`src/design/assert_macros.svh`:
```
// Assertion macros used by the semaphore core.
`ifndef ASSERT_MACROS_SVH
`define ASSERT_MACROS_SVH

`ifndef NO_ASSERTIONS

`define ASSERT_IMPLIES(label, clk, rstn, cond, expr) \
    label: assert property (@(posedge clk) disable iff (!rstn) (cond) |-> (expr)) \
        else $error("Assertion failed: same-cycle implication.");

`define ASSERT_NEXT(label, clk, rstn, cond, expr) \
    label: assert property (@(posedge clk) disable iff (!rstn) (cond) |=> (expr)) \
        else $error("Assertion failed: next-cycle implication.");

`else

`define ASSERT_IMPLIES(label, clk, rstn, cond, expr)

`define ASSERT_NEXT(label, clk, rstn, cond, expr)

`endif

`endif

```
`src/design/csem_pkg.sv`:
```
`timescale 1ns / 1ps

package csem_pkg;

    localparam int QUEUE_DEPTH_DEF = 16;
    localparam int ID_W            = 8;
    localparam int COUNT_W         = 16;
    localparam int STATUS_W        = 3;
    localparam int OUT_DATA_W      = 32;

    localparam logic [COUNT_W-1:0] COUNT_MAX = {COUNT_W{1'b1}};

    typedef enum logic [STATUS_W-1:0] {
        STAT_GRANTED   = 3'd0,
        STAT_QUEUED    = 3'd1,
        STAT_FULL      = 3'd2,
        STAT_RELEASED  = 3'd3,
        STAT_SATURATED = 3'd4
    } status_t;

    typedef enum logic [2:0] {
        S_IDLE,
        S_SCAN,
        S_SHIFT,
        S_DECIDE,
        S_HEAD,
        S_RELEASE,
        S_FINISH
    } state_t;

    localparam logic REQ_RELEASE = 1'b1;

endpackage

```
`src/design/counting_semaphore_wait_queue_core.sv`:
```
`timescale 1ns / 1ps
// Counting semaphore with an ordered queue of waiting thread ids.
// Requests arrive on the s_ stream: s_tuser is the request type (0 acquire,
// 1 release) and s_tdata the thread id. Each request gives one result item on
// the m_ stream: m_tuser is the status code, m_tdata carries the wake flag,
// the id to wake and the count after the request.
// The block takes one request at a time and is ready only while idle.
// A release reads the head of the wait queue to find the id to wake. An
// acquire walks the wait queue one slot per cycle through the single read port
// of the id memory, then closes the gap behind a matching entry one slot per
// cycle; when the queue is empty it skips the walk and goes straight to the
// grant decision. The block is ready again in the cycle after the result is
// loaded into the output register.
// A result waits in the output register while the receiver stalls, and the
// block holds its next result until that register is free.
// After reset, and after each write on the cfg_ channel, the count holds the
// written value (0 after reset) and the wait queue is empty.

`include "assert_macros.svh"

module counting_semaphore_wait_queue_core #(
    parameter int QUEUE_DEPTH = csem_pkg::QUEUE_DEPTH_DEF
) (
    input  logic                            aclk,
    input  logic                            aresetn,
    input  logic                            s_tvalid,
    output logic                            s_tready,
    input  logic [csem_pkg::ID_W-1:0]       s_tdata,   // [7:0] thread_id
    input  logic                            s_tuser,   // [0] req_type
    output logic                            m_tvalid,
    input  logic                            m_tready,
    // [0] wake_valid, [8:1] wake_id, [24:9] count_now, [31:25] zero
    output logic [csem_pkg::OUT_DATA_W-1:0] m_tdata,
    output logic [csem_pkg::STATUS_W-1:0]   m_tuser,   // [2:0] status
    input  logic                            cfg_valid,
    output logic                            cfg_ready,
    input  logic [csem_pkg::COUNT_W-1:0]    cfg_data
);
    import csem_pkg::*;

    localparam int IW = (QUEUE_DEPTH > 1) ? $clog2(QUEUE_DEPTH) : 1;
    localparam int FW = $clog2(QUEUE_DEPTH + 1);
    localparam logic [FW-1:0] FILL_MAX = FW'(QUEUE_DEPTH);
    localparam int PAD_W = OUT_DATA_W - 1 - ID_W - COUNT_W;

    state_t               state_reg, state_next;
    logic [COUNT_W-1:0]   count_reg, count_next;
    logic [FW-1:0]        fill_reg, fill_next;
    logic [FW-1:0]        idx_reg, idx_next;
    logic                 tag_vld_reg, tag_vld_next;
    logic [IW-1:0]        tag_reg, tag_next;
    logic [ID_W-1:0]      id_reg, id_next;
    logic [ID_W-1:0]      rdata_reg;
    status_t              res_status_reg, res_status_next;
    logic                 res_wake_vld_reg, res_wake_vld_next;
    logic [ID_W-1:0]      res_wake_id_reg, res_wake_id_next;
    logic                 m_tvalid_reg;
    logic [OUT_DATA_W-1:0] m_tdata_reg;
    logic [STATUS_W-1:0]  m_tuser_reg;

    logic [ID_W-1:0]      mem [QUEUE_DEPTH];
    logic                 rd_en;
    logic [IW-1:0]        rd_addr;
    logic                 wr_en;
    logic [IW-1:0]        wr_addr;
    logic [ID_W-1:0]      wr_data;

    logic found;
    logic walk_done;
    logic idx_lt;
    logic out_free;
    logic load_out;
    logic cfg_write;
    logic count_upd;
    logic fill_upd;

    assign s_tready  = (state_reg == S_IDLE);
    assign cfg_ready = 1'b1;
    assign cfg_write = cfg_valid && cfg_ready;
    assign found     = tag_vld_reg && (rdata_reg == id_reg);
    assign idx_lt    = (idx_reg < fill_reg);
    assign walk_done = !tag_vld_reg && (idx_reg == fill_reg);
    assign out_free  = !m_tvalid_reg || m_tready;
    assign load_out  = (state_reg == S_FINISH) && out_free;
    assign count_upd = cfg_write || (state_reg == S_DECIDE) || (state_reg == S_RELEASE);
    assign fill_upd  = cfg_write || (state_reg == S_DECIDE) || (state_reg == S_SHIFT);

    assign m_tvalid = m_tvalid_reg;
    assign m_tdata  = m_tdata_reg;
    assign m_tuser  = m_tuser_reg;

    always_comb begin
        state_next = state_reg;
        unique case (state_reg)
            S_IDLE: begin
                if (s_tvalid) begin
                    if (s_tuser == REQ_RELEASE) begin
                        state_next = S_HEAD;
                    end else if (fill_reg == '0) begin
                        state_next = S_DECIDE;
                    end else begin
                        state_next = S_SCAN;
                    end
                end
            end
            S_SCAN: begin
                if (found) begin
                    state_next = S_SHIFT;
                end else if (walk_done) begin
                    state_next = S_DECIDE;
                end
            end
            S_SHIFT: begin
                if (walk_done) begin
                    state_next = S_DECIDE;
                end
            end
            S_DECIDE:  state_next = S_FINISH;
            S_HEAD:    state_next = S_RELEASE;
            S_RELEASE: state_next = S_FINISH;
            S_FINISH: begin
                if (out_free) begin
                    state_next = S_IDLE;
                end
            end
            default:   state_next = S_IDLE;
        endcase
    end

    always_comb begin
        count_next        = count_reg;
        fill_next         = fill_reg;
        idx_next          = idx_reg;
        tag_vld_next      = tag_vld_reg;
        tag_next          = tag_reg;
        id_next           = id_reg;
        res_status_next   = res_status_reg;
        res_wake_vld_next = res_wake_vld_reg;
        res_wake_id_next  = res_wake_id_reg;
        rd_en             = 1'b0;
        rd_addr           = '0;
        wr_en             = 1'b0;
        wr_addr           = '0;
        wr_data           = id_reg;
        unique case (state_reg)
            S_IDLE: begin
                if (s_tvalid) begin
                    id_next      = s_tdata;
                    idx_next     = '0;
                    tag_vld_next = 1'b0;
                end
            end
            S_SCAN: begin
                if (found) begin
                    idx_next     = FW'(tag_reg) + FW'(1);
                    tag_vld_next = 1'b0;
                end else if (idx_lt) begin
                    rd_en        = 1'b1;
                    rd_addr      = idx_reg[IW-1:0];
                    tag_vld_next = 1'b1;
                    tag_next     = idx_reg[IW-1:0];
                    idx_next     = idx_reg + FW'(1);
                end else begin
                    tag_vld_next = 1'b0;
                end
            end
            S_SHIFT: begin
                if (idx_lt) begin
                    rd_en        = 1'b1;
                    rd_addr      = idx_reg[IW-1:0];
                    tag_vld_next = 1'b1;
                    tag_next     = idx_reg[IW-1:0];
                    idx_next     = idx_reg + FW'(1);
                end else begin
                    tag_vld_next = 1'b0;
                end
                if (tag_vld_reg) begin
                    wr_en   = 1'b1;
                    wr_addr = tag_reg - IW'(1);
                    wr_data = rdata_reg;
                end
                if (walk_done) begin
                    fill_next = fill_reg - FW'(1);
                end
            end
            S_DECIDE: begin
                res_wake_vld_next = 1'b0;
                res_wake_id_next  = '0;
                if (count_reg != '0) begin
                    count_next      = count_reg - COUNT_W'(1);
                    res_status_next = STAT_GRANTED;
                end else if (fill_reg != FILL_MAX) begin
                    wr_en           = 1'b1;
                    wr_addr         = fill_reg[IW-1:0];
                    wr_data         = id_reg;
                    fill_next       = fill_reg + FW'(1);
                    res_status_next = STAT_QUEUED;
                end else begin
                    res_status_next = STAT_FULL;
                end
            end
            S_HEAD: begin
                rd_en   = 1'b1;
                rd_addr = '0;
            end
            S_RELEASE: begin
                res_wake_vld_next = (fill_reg != '0);
                res_wake_id_next  = (fill_reg != '0) ? rdata_reg : '0;
                if (count_reg == COUNT_MAX) begin
                    res_status_next = STAT_SATURATED;
                end else begin
                    count_next      = count_reg + COUNT_W'(1);
                    res_status_next = STAT_RELEASED;
                end
            end
            S_FINISH: begin
            end
            default: begin
            end
        endcase
        if (cfg_write) begin
            count_next = cfg_data;
            fill_next  = '0;
        end
    end

    always_ff @(posedge aclk) begin
        if (!aresetn) begin
            state_reg    <= S_IDLE;
            count_reg    <= '0;
            fill_reg     <= '0;
            tag_vld_reg  <= 1'b0;
            m_tvalid_reg <= 1'b0;
        end else begin
            state_reg   <= state_next;
            count_reg   <= count_next;
            fill_reg    <= fill_next;
            tag_vld_reg <= tag_vld_next;
            if (load_out) begin
                m_tvalid_reg <= 1'b1;
            end else if (m_tready) begin
                m_tvalid_reg <= 1'b0;
            end
        end
    end

    always_ff @(posedge aclk) begin
        idx_reg          <= idx_next;
        tag_reg          <= tag_next;
        id_reg           <= id_next;
        res_status_reg   <= res_status_next;
        res_wake_vld_reg <= res_wake_vld_next;
        res_wake_id_reg  <= res_wake_id_next;
        if (load_out) begin
            m_tdata_reg <= {{PAD_W{1'b0}}, count_reg, res_wake_id_reg, res_wake_vld_reg};
            m_tuser_reg <= res_status_reg;
        end
    end

    always_ff @(posedge aclk) begin
        if (wr_en) begin
            mem[wr_addr] <= wr_data;
        end
        if (rd_en) begin
            rdata_reg <= mem[rd_addr];
        end
    end

    `ASSERT_IMPLIES(a_fill_bound, aclk, aresetn, 1'b1, fill_reg <= FILL_MAX)
    `ASSERT_NEXT(a_count_hold, aclk, aresetn, !count_upd, $stable(count_reg))
    `ASSERT_NEXT(a_fill_hold, aclk, aresetn, !fill_upd, $stable(fill_reg))
    `ASSERT_IMPLIES(a_shift_in_range, aclk, aresetn, state_reg == S_SHIFT && wr_en, tag_reg != '0)

endmodule

```
`config.mk`:
```
export PLATFORM = sky130hd
export DESIGN_NAME = counting_semaphore_wait_queue_core
export DESIGN_NICKNAME = d
export VERILOG_FILES = /design/src/design/csem_pkg.sv /design/src/design/counting_semaphore_wait_queue_core.sv
export VERILOG_INCLUDE_DIRS = /design/src /design/src/design
export SDC_FILE = /design/constraint.sdc
export NUM_CORES = 1
export LEC_CHECK = 0
export ABC_CLOCK_PERIOD_IN_PS = 9390
export BUFFER_PORTS_ARGS = -buffer_cell sky130_fd_sc_hd__buf_4
export CAP_MARGIN = 40
export CELL_PAD_IN_SITES_DETAIL_PLACEMENT = 1
export CELL_PAD_IN_SITES_GLOBAL_PLACEMENT = 2
export CORE_ASPECT_RATIO = 0.6
export CORE_MARGIN = 2
export CORE_UTILIZATION = 45
export DETAILED_ROUTE_END_ITERATION = 10
export PLACE_DENSITY_LB_ADDON = 0.1
export SETUP_SLACK_MARGIN = 0.3
export SKIP_LAST_GASP = 1
export SYNTH_ARGS = -nofsm -noshare
export SYNTH_HDL_FRONTEND = slang
export SYNTH_SLANG_ARGS = --single-unit
```
`constraint.sdc`:
```
create_clock -name aclk -period 9.39 [get_ports aclk]
set_clock_uncertainty 0.05 [all_clocks]
set_input_delay 1.4085 -clock aclk [delete_from_list [all_inputs] [get_ports aclk]]
set_output_delay 1.4085 -clock aclk [all_outputs]
set_load 0.01 [all_outputs]
```
==> impl_metrics.py, run 1 <==
metrics = {
    "synthesis": {
        "ys_warn_count": 0,
        "synth-seq-cells": 219,
        "synth-main-ff-cell": "edfxtp_1",
        "synth_area_sq_um": 10000,
        "synthCells": 808,
        "ys_types": 62,
        "async_flop_share_pct": 0,
        "synth_seq_area_share_pct": 63.0,
        "syn_area_per_cell_sq_um": 12.4,
        "synth_edf_count": 193,
    },
    "sta": {
        "worstMarginPinSlew_ns": 0.919,
        "finalSetupTns_ns": 0,
        "hold_viol": 0,
        "max-slew-margin-rel_pct": 38.5,
        "finalWorstSetupSlack_ns": 5.27,
        "setup_viol": 0,
        "fin_crit_sh_pct": 43.8,
        "rsz0062_at_grt": "no",
        "max_freq_mhz": 243,
        "slew_viol_final": 0,
        "min_period_ns": 4.12,
    },
    "cts": {
        "cts.root.buffer_cell": "clkbuf_16",
        "htreeDepth": 1,
        "cts_setup_buffers": 0,
        "clock_latency_ns": 0.51,
        "clk_pin_slew_ns": 0.06,
        "cts_buffer_depth": 3,
        "cts_tree": "done",
        "cts_made_buffers": 22,
        "hold_buffers": 0,
        "ctsResizeCount": 0,
        "cts.sinks": 219,
    },
    "cells_and_area": {
        "seq_area_sq_um": 6320,
        "finalNetCount": 923,
        "drive_gt1_share_pct": 13.5,
        "final_cell_mix": "edfxtp_1 (193), nand2_1 (108), nand3_1 (68)",
        "syn_to_final_growth_pct": 14.2,
        "antenna_cells_inserted": 0,
        "multi_input_area_sq_um": 3470,
        "largest_register_ffs": 128,
        "nFillCells": 2243,
        "final_common_cell": "edfxtp_1",
    },
    "power_and_ir_drop": {
        "leakagePower_nw": 4.09,
        "ir_worst_vdd_mv": 0.117,
        "power_density_nw_per_um2": 224,
    },
    "placed_design": {
        "place_congestion": 0.853,
        "numPortBuffers": 59,
        "dp_slack_ns": 5.35,
        "hpwl_um": 20600,
    },
    "routing": {
        "vias": 6857,
        "antenna_left": 0,
        "wl_um": 28400,
        "drtIter0Drc": 518,
        "wl_per_cell_um": 24.4,
        "viasPerCell": 5.88,
        "dr.pass1.iters": 5,
        "drc": 0,
    },
    "global_route": {
        "grt_antenna_before_repair": 0,
        "grt_pass1_vias": 6888,
        "grt_pass1_wl_um": 42900,
        "grt_max_degree": 41,
        "track_usage_pct": 24.6,
        "grt-ovfl-total": 0,
    },
    "worst_setup_path": {
        "path_class": "register to register",
        "critPathSlowestCell": "dfxtp_1",
        "cp_data_required_time_ns": 9.78,
        "max_stage_delay_ns": 0.82,
        "crit_path_max_fanout": 22,
        "critPathLaunchType": "register",
        "worstPathCellList": "nand2_2 > ha_1 > o21ai_0 > o21bai_1 > o41ai_2 > a211oi_2 > nor3_2 > nor3_1 > or4b_1 > a21boi_1",
        "critPathTopFamily": "simple AND/OR/NAND/NOR gates",
        "cp.arrival_ns": 4.50,
        "cp.buffers_inverters": 0,
        "endpoint_kind": "register",
    },
    "floorplan": {
        "dieArea_sq_um": 23500,
        "io_pins": 68,
        "dieWidth_um": 197,
        "fp.coreArea_sq_um": 22000,
        "initial_core_util_pct": 45.6,
        "rows": 42,
        "die_h_um": 120,
    },
    "status": {
        "status": "complete, no violations",
    },
    "worst_hold_path": {
        "hp-class": "register to register",
    },
    "run": {
        "maxCapViolCount": 0,
    },
}
-- worst reg2reg max path: cells and delay by family, from the launching register on --
family | cells | cell delay [ns]
AO/OA/AOI/OAI | 5 | 1.31
adder cells (fa/ha/maj) | 1 | 0.53
flip-flops | 1 | 0.82
AND/OR/NAND/NOR | 4 | 1.35
-- stage by stage --
step	power (mW)	util (%)	std cells	hold WS [ns]	instance area [sq um]
3_3_place_gp	1.65	48.6	1123	0.355	10700
4_1_cts	2.57	52.1	1165	0.372	11400
2_1_floorplan	1.51	-	814	0.350	10000
3_5_place_dp	1.68	48.8	1126	0.357	10700
5_1_grt	2.66	52.1	1166	0.376	11400
6_report	2.56	52.1	1166	0.371	11400
-- cells in the mapped netlist (all sizes together), types with 3 or more instances --
cell type	count	area share [%]
a21o	6	0.46
nand3	68	3.4
nor4	8	0.56
and3	4	0.25
and2	14	0.87
xor2	13	1.1
a22oi	3	0.22
ha	26	3.2
o211a	9	0.90
o21bai	3	0.22
inv	11	0.41
nor2	38	1.4
mux2	8	0.90
a21boi	4	0.30
nand2	109	4.1
nand4	9	0.56
or3	4	0.25
a32oi	7	0.61
nor3	16	0.85
nand2b	6	0.37
o21ai	38	1.9
edfxtp	193	58
nor2b	4	0.25
o211ai	11	0.82
clkbuf	23	0.86
a211oi	9	0.82
mux2i	43	4.3
a21oi	32	1.6
buf	20	1.3
dfxtp	26	5.2
xnor2	18	1.6
-- routing by layer --
layer,global-route usage [%],up-vias,wire length (um)
met5,0,-,0
met4,4.04,0,314
met3,4.95,30,2360
met2,32.1,236,10800
met1,41.5,3474,14900
li1,-,3117,-
-- path summary, 6_finish.rpt --
| path | startpoint | endpoint | slack [ns] | cells after the start |
|---|---|---|---|---|
| min reg2reg | res_wake_id_reg[6] | m_tdata[7] | 0.37 | 0 |
| min | res_wake_id_reg[6] | m_tdata[7] | 0.37 | 0 |
| max reg2reg | state_reg[2] | count_reg[15] | 5.27 | 10 |
| max | state_reg[2] | count_reg[15] | 5.27 | 10 |
-- kinds of logic after synthesis --
family	Yosys count	share of synthesized area, %
other	2	0.0749
XOR/XNOR	31	2.71
AO/OA/AOI/OAI	136	9.25
buffers and inverters	54	2.61
flip-flops	219	63.0
AND/OR/NAND/NOR	287	13.5
multiplexers	51	5.19
adder cells (fa/ha/maj)	28	3.65
-- layout make-up --
class	count	area share [%]
well taps	286	3.13
inverters	11	0.361
repair buffers	70	4.70
clock inverters	11	1.10
multi-input cells	541	30.3
flip-flops and latches	219	55.2
clock buffers	28	5.19
-- power by group --
| group | switching, mW | internal [mW] | total [mW] |
|---|---|---|---|
| Combinational | 0.310 | 0.165 | 0.475 |
| Clock | 0.364 | 0.529 | 0.893 |
| Sequential | 0.0626 | 1.13 | 1.19 |
Power figures use the tool's default switching activity.
==> inputs of run 2 (changes only) <==
--- a/config.mk
+++ b/config.mk
@@ -6,14 +6,15 @@
 export SDC_FILE = /design/constraint.sdc
 export NUM_CORES = 1
 export LEC_CHECK = 0
-export ABC_CLOCK_PERIOD_IN_PS = 9390
+export ABC_AREA = 1
+export ABC_CLOCK_PERIOD_IN_PS = 4300
 export BUFFER_PORTS_ARGS = -buffer_cell sky130_fd_sc_hd__buf_4
 export CAP_MARGIN = 40
 export CELL_PAD_IN_SITES_DETAIL_PLACEMENT = 1
 export CELL_PAD_IN_SITES_GLOBAL_PLACEMENT = 2
 export CORE_ASPECT_RATIO = 0.6
 export CORE_MARGIN = 2
-export CORE_UTILIZATION = 45
+export CORE_UTILIZATION = 39
 export DETAILED_ROUTE_END_ITERATION = 10
 export PLACE_DENSITY_LB_ADDON = 0.1
 export SETUP_SLACK_MARGIN = 0.3
==> constraint.sdc (replaced) <==
create_clock -name aclk -period 4.3 [get_ports aclk]
set_clock_uncertainty 0.05 [all_clocks]
set_input_delay 0.645 -clock aclk [delete_from_list [all_inputs] [get_ports aclk]]
set_output_delay 0.645 -clock aclk [all_outputs]
set_load 0.01 [all_outputs]
==> impl_metrics.py, run 2 <==
metrics = {
    "routing": {
        "wl_um": 32700,
        "drtIter0Drc": 687,
        "dr.pass1.iters": 5,
        "antenna_left": 0,
        "drc": 0,
        "wl_per_cell_um": 20.4,
        "vias": 8315,
        "viasPerCell": 5.20,
    },
    "synthesis": {
        "syn_area_per_cell_sq_um": 9.56,
        "async_flop_share_pct": 0,
        "synth_top_area_share_pct": 53.1,
        "ys_warn_count": 0,
        "synth_commonest_cells": "inv_1 (201), nand2_1 (199), edfxtp_1 (193), nand3_1 (140), nor2_1 (80)",
        "synth-main-ff-cell": "edfxtp_1",
        "synth_seq_area_share_pct": 57.8,
        "synth_area_sq_um": 10900,
        "synth-seq-cells": 219,
        "synth_edf_count": 193,
        "synth.most_common_cell": "inv_1",
        "synth_area_leaders": "edfxtp_1 (53%), inv_1 (6.9%), nand2_1 (6.8%)",
        "ys_types": 47,
        "synthCells": 1142,
        "synth_area_leader_cell": "edfxtp_1",
    },
    "global_route": {
        "grtUsageMet3_pct": 3.40,
        "grt_most_used_layer": "met1",
        "grt_antenna_before_repair": 0,
        "grt_pass1_wl_um": 50400,
        "grt-ovfl-total": 0,
        "grt_pass1_vias": 8129,
        "track_usage_pct": 22.7,
        "use_met1_pct": 39.1,
        "use_met2_pct": 29.1,
        "grt_max_degree": 66,
    },
    "cts": {
        "cts_setup_buffers": 0,
        "cts.root.buffer_cell": "clkbuf_16",
        "cts_tree": "done",
        "cts.sinks": 219,
        "htreeDepth": 1,
        "cts_made_buffers": 23,
        "clk_pin_slew_ns": 0.07,
        "clock_latency_ns": 0.53,
        "hold_buffers": 0,
        "cts_buffer_depth": 3,
        "ctsResizeCount": 0,
    },
    "cells_and_area": {
        "antenna_cells_inserted": 0,
        "largest_register_ffs": 128,
        "syn_to_final_growth_pct": 14.9,
        "final_cell_mix": "inv_1 (200), nand2_1 (199), edfxtp_1 (193)",
        "stdcell_area_sq_um": 12500,
        "final_common_cell": "inv_1",
        "finalNetCount": 1274,
        "drive_gt1_share_pct": 13.1,
    },
    "placed_design": {
        "place_area_sq_um": 11800,
        "place_congestion": 0.882,
        "numPortBuffers": 59,
        "hpwl_um": 23000,
    },
    "sta": {
        "max_freq_mhz": 301,
        "setup_viol": 0,
        "max-slew-margin-rel_pct": 43.6,
        "fin_crit_sh_pct": 77.4,
        "finalSetupTns_ns": 0,
        "min_period_ns": 3.33,
        "rsz0062_at_grt": "no",
        "slew_viol_final": 0,
        "hold_viol": 0,
        "worstMarginPinSlew_ns": 0.839,
    },
    "worst_hold_path": {
        "hp-class": "input pin to register",
        "min_path_cells": 1,
    },
    "power_and_ir_drop": {
        "power_density_nw_per_um2": 560,
        "ir_worst_vdd_mv": 0.377,
        "leakagePower_nw": 5.36,
    },
    "worst_setup_path": {
        "reg2reg_slack_ns": 0.97,
        "path_class": "register to register",
        "max_stage_delay_ns": 0.61,
        "r2r_cells": 13,
        "critPathSlowestCell": "buf_4",
        "cp_common_cell": "nand3_1",
        "crit_path_max_fanout": 64,
        "cp.arrival_ns": 3.55,
        "cp_data_required_time_ns": 4.53,
        "critPathLaunchType": "register",
        "endpoint_kind": "register",
        "worstPathCellList": "ha_1 > nand2_1 > nor2_1 > nand2_1 > nand3_1 > inv_1 > ha_2 > buf_4 > nand4_1 > nand3_1 > nand3_1 > nand3_1 > nand2_1",
    },
    "status": {
        "status": "complete, no violations",
    },
    "run": {
        "maxCapViolCount": 0,
    },
    "floorplan": {
        "initial_core_util_pct": 39.6,
        "dieWidth_um": 220,
        "dieArea_sq_um": 29400,
        "rows": 47,
        "fp.coreArea_sq_um": 27600,
        "io_pins": 68,
        "die_h_um": 134,
    },
}
-- run 2: layout make-up --
cell class | count | area (sq um)
inverter | 212 | 796
tap | 367 | 459
fill | 3128 | 15000
timing repair buffer | 92 | 723
multi-input combinational | 668 | 3540
clock buffer | 25 | 583
sequential | 219 | 6320
clock inverter | 16 | 129
-- run 2: critical path, delay by kind of cell, from the launching register on --
kind,cells,cell delay (ns)
flops,1,0.52
fa+ha+maj,2,0.55
simple gates,9,1.10
buf+inv,2,0.77
-- run 2: report_power, final --
part,switching (mW),internal (mW),total [mW]
Combinational,1.60,0.604,2.21
Clock,0.866,1.10,1.96
Sequential,0.176,2.69,2.86
-- run 2: kinds of logic (layout without fill, tap and decap cells) --
logic type	after synthesis	count (layout)	share of synthesized area [%]
compound gates	89	89	4.58
xor+xnor	19	19	1.52
fa+ha+maj	28	28	3.34
buf+inv	261	345	10.0
flops	219	219	57.8
other cells	2	8	0.0688
simple gates	524	524	22.6
-- run 2: path summary, 6_finish.rpt --
path                       from            to
min                  s_tdata[7]     id_reg[7]
max reg2reg          idx_reg[3]  rdata_reg[2]
max                  idx_reg[3]  rdata_reg[2]
min reg2reg  res_wake_id_reg[0]    m_tdata[1]
-- run 2: per-stage QoR --
| stage | cells | power [mW] | hold slack [ns] | util (%) | setup WS (ns) |
|---|---|---|---|---|---|
| 2_1_floorplan | 1148 | 4.30 | 0.350 | - | 0.381 |
| 3_3_place_gp | 1551 | 5.07 | 0.353 | 42.7 | 1.01 |
| 3_5_place_dp | 1557 | 5.10 | 0.356 | 42.9 | 1.03 |
| 4_1_cts | 1598 | 7.08 | 0.231 | 45.5 | 1.01 |
| 5_1_grt | 1599 | 7.43 | 0.234 | 45.5 | 0.811 |
| 6_report | 1599 | 7.03 | 0.252 | 45.5 | 0.972 |
-- run 2: metal layers --
metal  up-vias  routed length, um  part of all wire, %
met5         -                  0                    0
met4         0                468                  1.4
met3        33               1640                  5.0
met2       163              12300                   38
met1      4133              18300                   56
li1       3986                  -                    -
==> inputs of run 3 (changes only) <==
--- a/config.mk
+++ b/config.mk
@@ -7,7 +7,7 @@
 export NUM_CORES = 1
 export LEC_CHECK = 0
 export ABC_AREA = 1
-export ABC_CLOCK_PERIOD_IN_PS = 4300
+export ABC_CLOCK_PERIOD_IN_PS = 3200
 export BUFFER_PORTS_ARGS = -buffer_cell sky130_fd_sc_hd__buf_4
 export CAP_MARGIN = 40
 export CELL_PAD_IN_SITES_DETAIL_PLACEMENT = 1
==> constraint.sdc (replaced) <==
create_clock -name aclk -period 3.2 [get_ports aclk]
set_clock_uncertainty 0.05 [all_clocks]
set_input_delay 0.48 -clock aclk [delete_from_list [all_inputs] [get_ports aclk]]
set_output_delay 0.48 -clock aclk [all_outputs]
set_load 0.01 [all_outputs]
==> impl_metrics.py, run 3 (synthesis results as in run 2) <==
metrics = {
    "worst_setup_path": {
        "reg2reg_from": "state_reg[2]",
        "cp_data_required_time_ns": 3.36,
        "path_class": "register to register",
        "worstPathCellList": "inv_2 > nand2_1 > nor2_1 > inv_2 > nor2_4 > inv_2 > o22ai_2 > inv_2 > or2_1 > nor2_1 > buf_4",
        "crit_end": "mem[2][3]",
        "reg2reg_slack_ns": 0.48,
        "r2r_cells": 11,
        "cp.arrival_ns": 2.88,
        "critPathSlowestCell": "nor2_4",
        "cp_common_cell": "inv_2",
        "endpoint_kind": "register",
        "max_stage_delay_ns": 0.41,
        "crit_path_max_fanout": 18,
        "r2r_end": "mem[2][3]",
        "crit_path_start": "state_reg[2]",
        "critPathLaunchType": "register",
    },
    "power_and_ir_drop": {
        "p_switching_mw": 3.67,
        "pwr-share-clk_pct": 26.8,
        "p_int_mw": 6.08,
        "leakagePower_nw": 5.47,
        "p_total_mw": 9.75,
        "ir_worst_vdd_mv": 0.418,
        "switching_share_pct": 37.6,
        "p_comb_share_pct": 33.7,
        "seqPwrFrac_pct": 39.5,
        "power_density_nw_per_um2": 760,
    },
    "cells_and_area": {
        "final_util_pct": 46.5,
        "finalNetCount": 1290,
        "syn_to_final_growth_pct": 17.4,
        "drive_gt1_share_pct": 15.0,
        "largest_register_ffs": 128,
        "nFillCells": 3117,
        "final_cell_mix": "inv_1 (199), nand2_1 (197), edfxtp_1 (193)",
        "final_common_cell": "inv_1",
    },
    "cts": {
        "cts.sinks": 219,
        "cts_made_buffers": 23,
        "cts_tree": "done",
        "clk_pin_slew_ns": 0.06,
        "hold_buffers": 0,
        "cts.root.buffer_cell": "clkbuf_16",
        "htreeDepth": 1,
        "cts_buffer_depth": 3,
        "clock_latency_ns": 0.53,
    },
    "global_route": {
        "track_usage_pct": 22.7,
        "grt-ovfl-total": 0,
        "grt_pass1_wl_um": 50200,
        "grt_antenna_before_repair": 0,
        "grt_max_degree": 66,
        "grt_pass1_vias": 8291,
    },
    "sta": {
        "setup_viol": 0,
        "hold_viol": 0,
        "min_period_ns": 2.72,
        "slew_viol_final": 0,
        "finalSetupTns_ns": 0,
        "max_freq_mhz": 367,
        "rsz0062_at_grt": "yes",
        "worstMarginPinSlew_ns": 0.756,
        "max-slew-margin-rel_pct": 49.6,
        "fin_crit_sh_pct": 85.1,
    },
    "routing": {
        "viasPerCell": 5.24,
        "drtIter0Drc": 789,
        "antenna_left": 0,
        "vias": 8465,
        "wl_um": 33700,
        "dr.pass1.iters": 8,
        "wl_per_cell_um": 20.9,
        "drc": 0,
    },
    "floorplan": {
        "dieArea_sq_um": 29400,
        "dieWidth_um": 220,
        "rows": 47,
        "io_pins": 68,
        "die_h_um": 134,
        "initial_core_util_pct": 39.6,
        "fp.coreArea_sq_um": 27600,
    },
    "worst_hold_path": {
        "hp-class": "input pin to register",
    },
    "placed_design": {
        "hpwl_um": 23500,
        "place_congestion": 0.823,
        "numPortBuffers": 59,
    },
    "status": {
        "status": "complete, no violations",
    },
    "run": {
        "maxCapViolCount": 0,
    },
}
## run 3: changes by cell type in the layout (fill, tap and decap cells not counted), sizes merged
| cell | change |
|---|---|
| buf | +13 |
| clkbuf | +3 |
| clkinv | -2 |
| clkinvlp | +2 |
| diode | +1 |
| inv | -1 |
## run 3: worst max-delay path: cells and delay by family (launching register included)
kind                   cells  cell delay [ns]
AND/OR/NAND/NOR            5             1.03
buffers and inverters      5             0.67
flip-flops                 1             0.36
AO/OA/AOI/OAI              1             0.27
## run 3: worst min-delay path by stage
stage	endpoint	slack, ns	from	cells after the start
finish	id_reg[4]	0.09	s_tdata[4]	1
global route	id_reg[6]	0.08	s_tdata[6]	1
CTS	id_reg[6]	0.07	s_tdata[6]	1
detailed placement	m_tdata[7]	0.36	res_wake_id_reg[6]	0
global placement	m_tdata[0]	0.35	res_wake_vld_reg	0
floorplan	m_tdata[0]	0.35	res_wake_vld_reg	0
## run 3: area by class of cell
type,count,area (sq um),area share (%)
inverters,212,805,6.27
flip-flops and latches,219,6320,49.3
diodes,1,2.50,0.0195
repair buffers,108,905,7.05
clock inverters,15,128,0.995
well taps,367,459,3.58
clock buffers,25,583,4.54
multi-input cells,668,3630,28.3
## run 3: repair_timing
action | CTS | global route
resized for setup | 4 | 19
pin swaps | 0 | 2
buffers inserted | 0 | 1
hold endpoints to repair | 0 | 0
gates cloned | 0 | 4
setup endpoints to repair | 7 | 50
## run 3: power groups by stage
stage               Combinational, mW  Sequential [mW]  Clock [mW]
global placement                 3.01             3.91           0
CTS                              3.09             3.85        2.67
floorplan                        1.95             3.84           0
finish                           3.29             3.85        2.61
detailed placement               3.05             3.90           0
global route                     3.62             3.88        2.77
## run 3: per-layer routing
| layer | wire (um) | global-route usage [%] | vias up |
|---|---|---|---|
| met5 | 0 | 0 | - |
| met4 | 447 | 4.03 | 0 |
| met3 | 1750 | 3.11 | 26 |
| met2 | 12600 | 29.1 | 189 |
| met1 | 18900 | 39.2 | 4230 |
| li1 | - | - | 4020 |
## run 3: through the flow
| stage | instances | setup slack (ns) | hold WS, ns | cell area, sq um |
|---|---|---|---|---|
| after detailed placement | 1568 | 0.179 | 0.357 | 11900 |
| final | 1615 | 0.478 | 0.0914 | 12800 |
| after global placement | 1566 | 0.125 | 0.353 | 11900 |
| after CTS | 1608 | 0.305 | 0.0712 | 12600 |
| after global routing | 1614 | 0.290 | 0.0758 | 12800 |
| after floorplan | 1148 | 0.521 | 0.350 | 11000 |
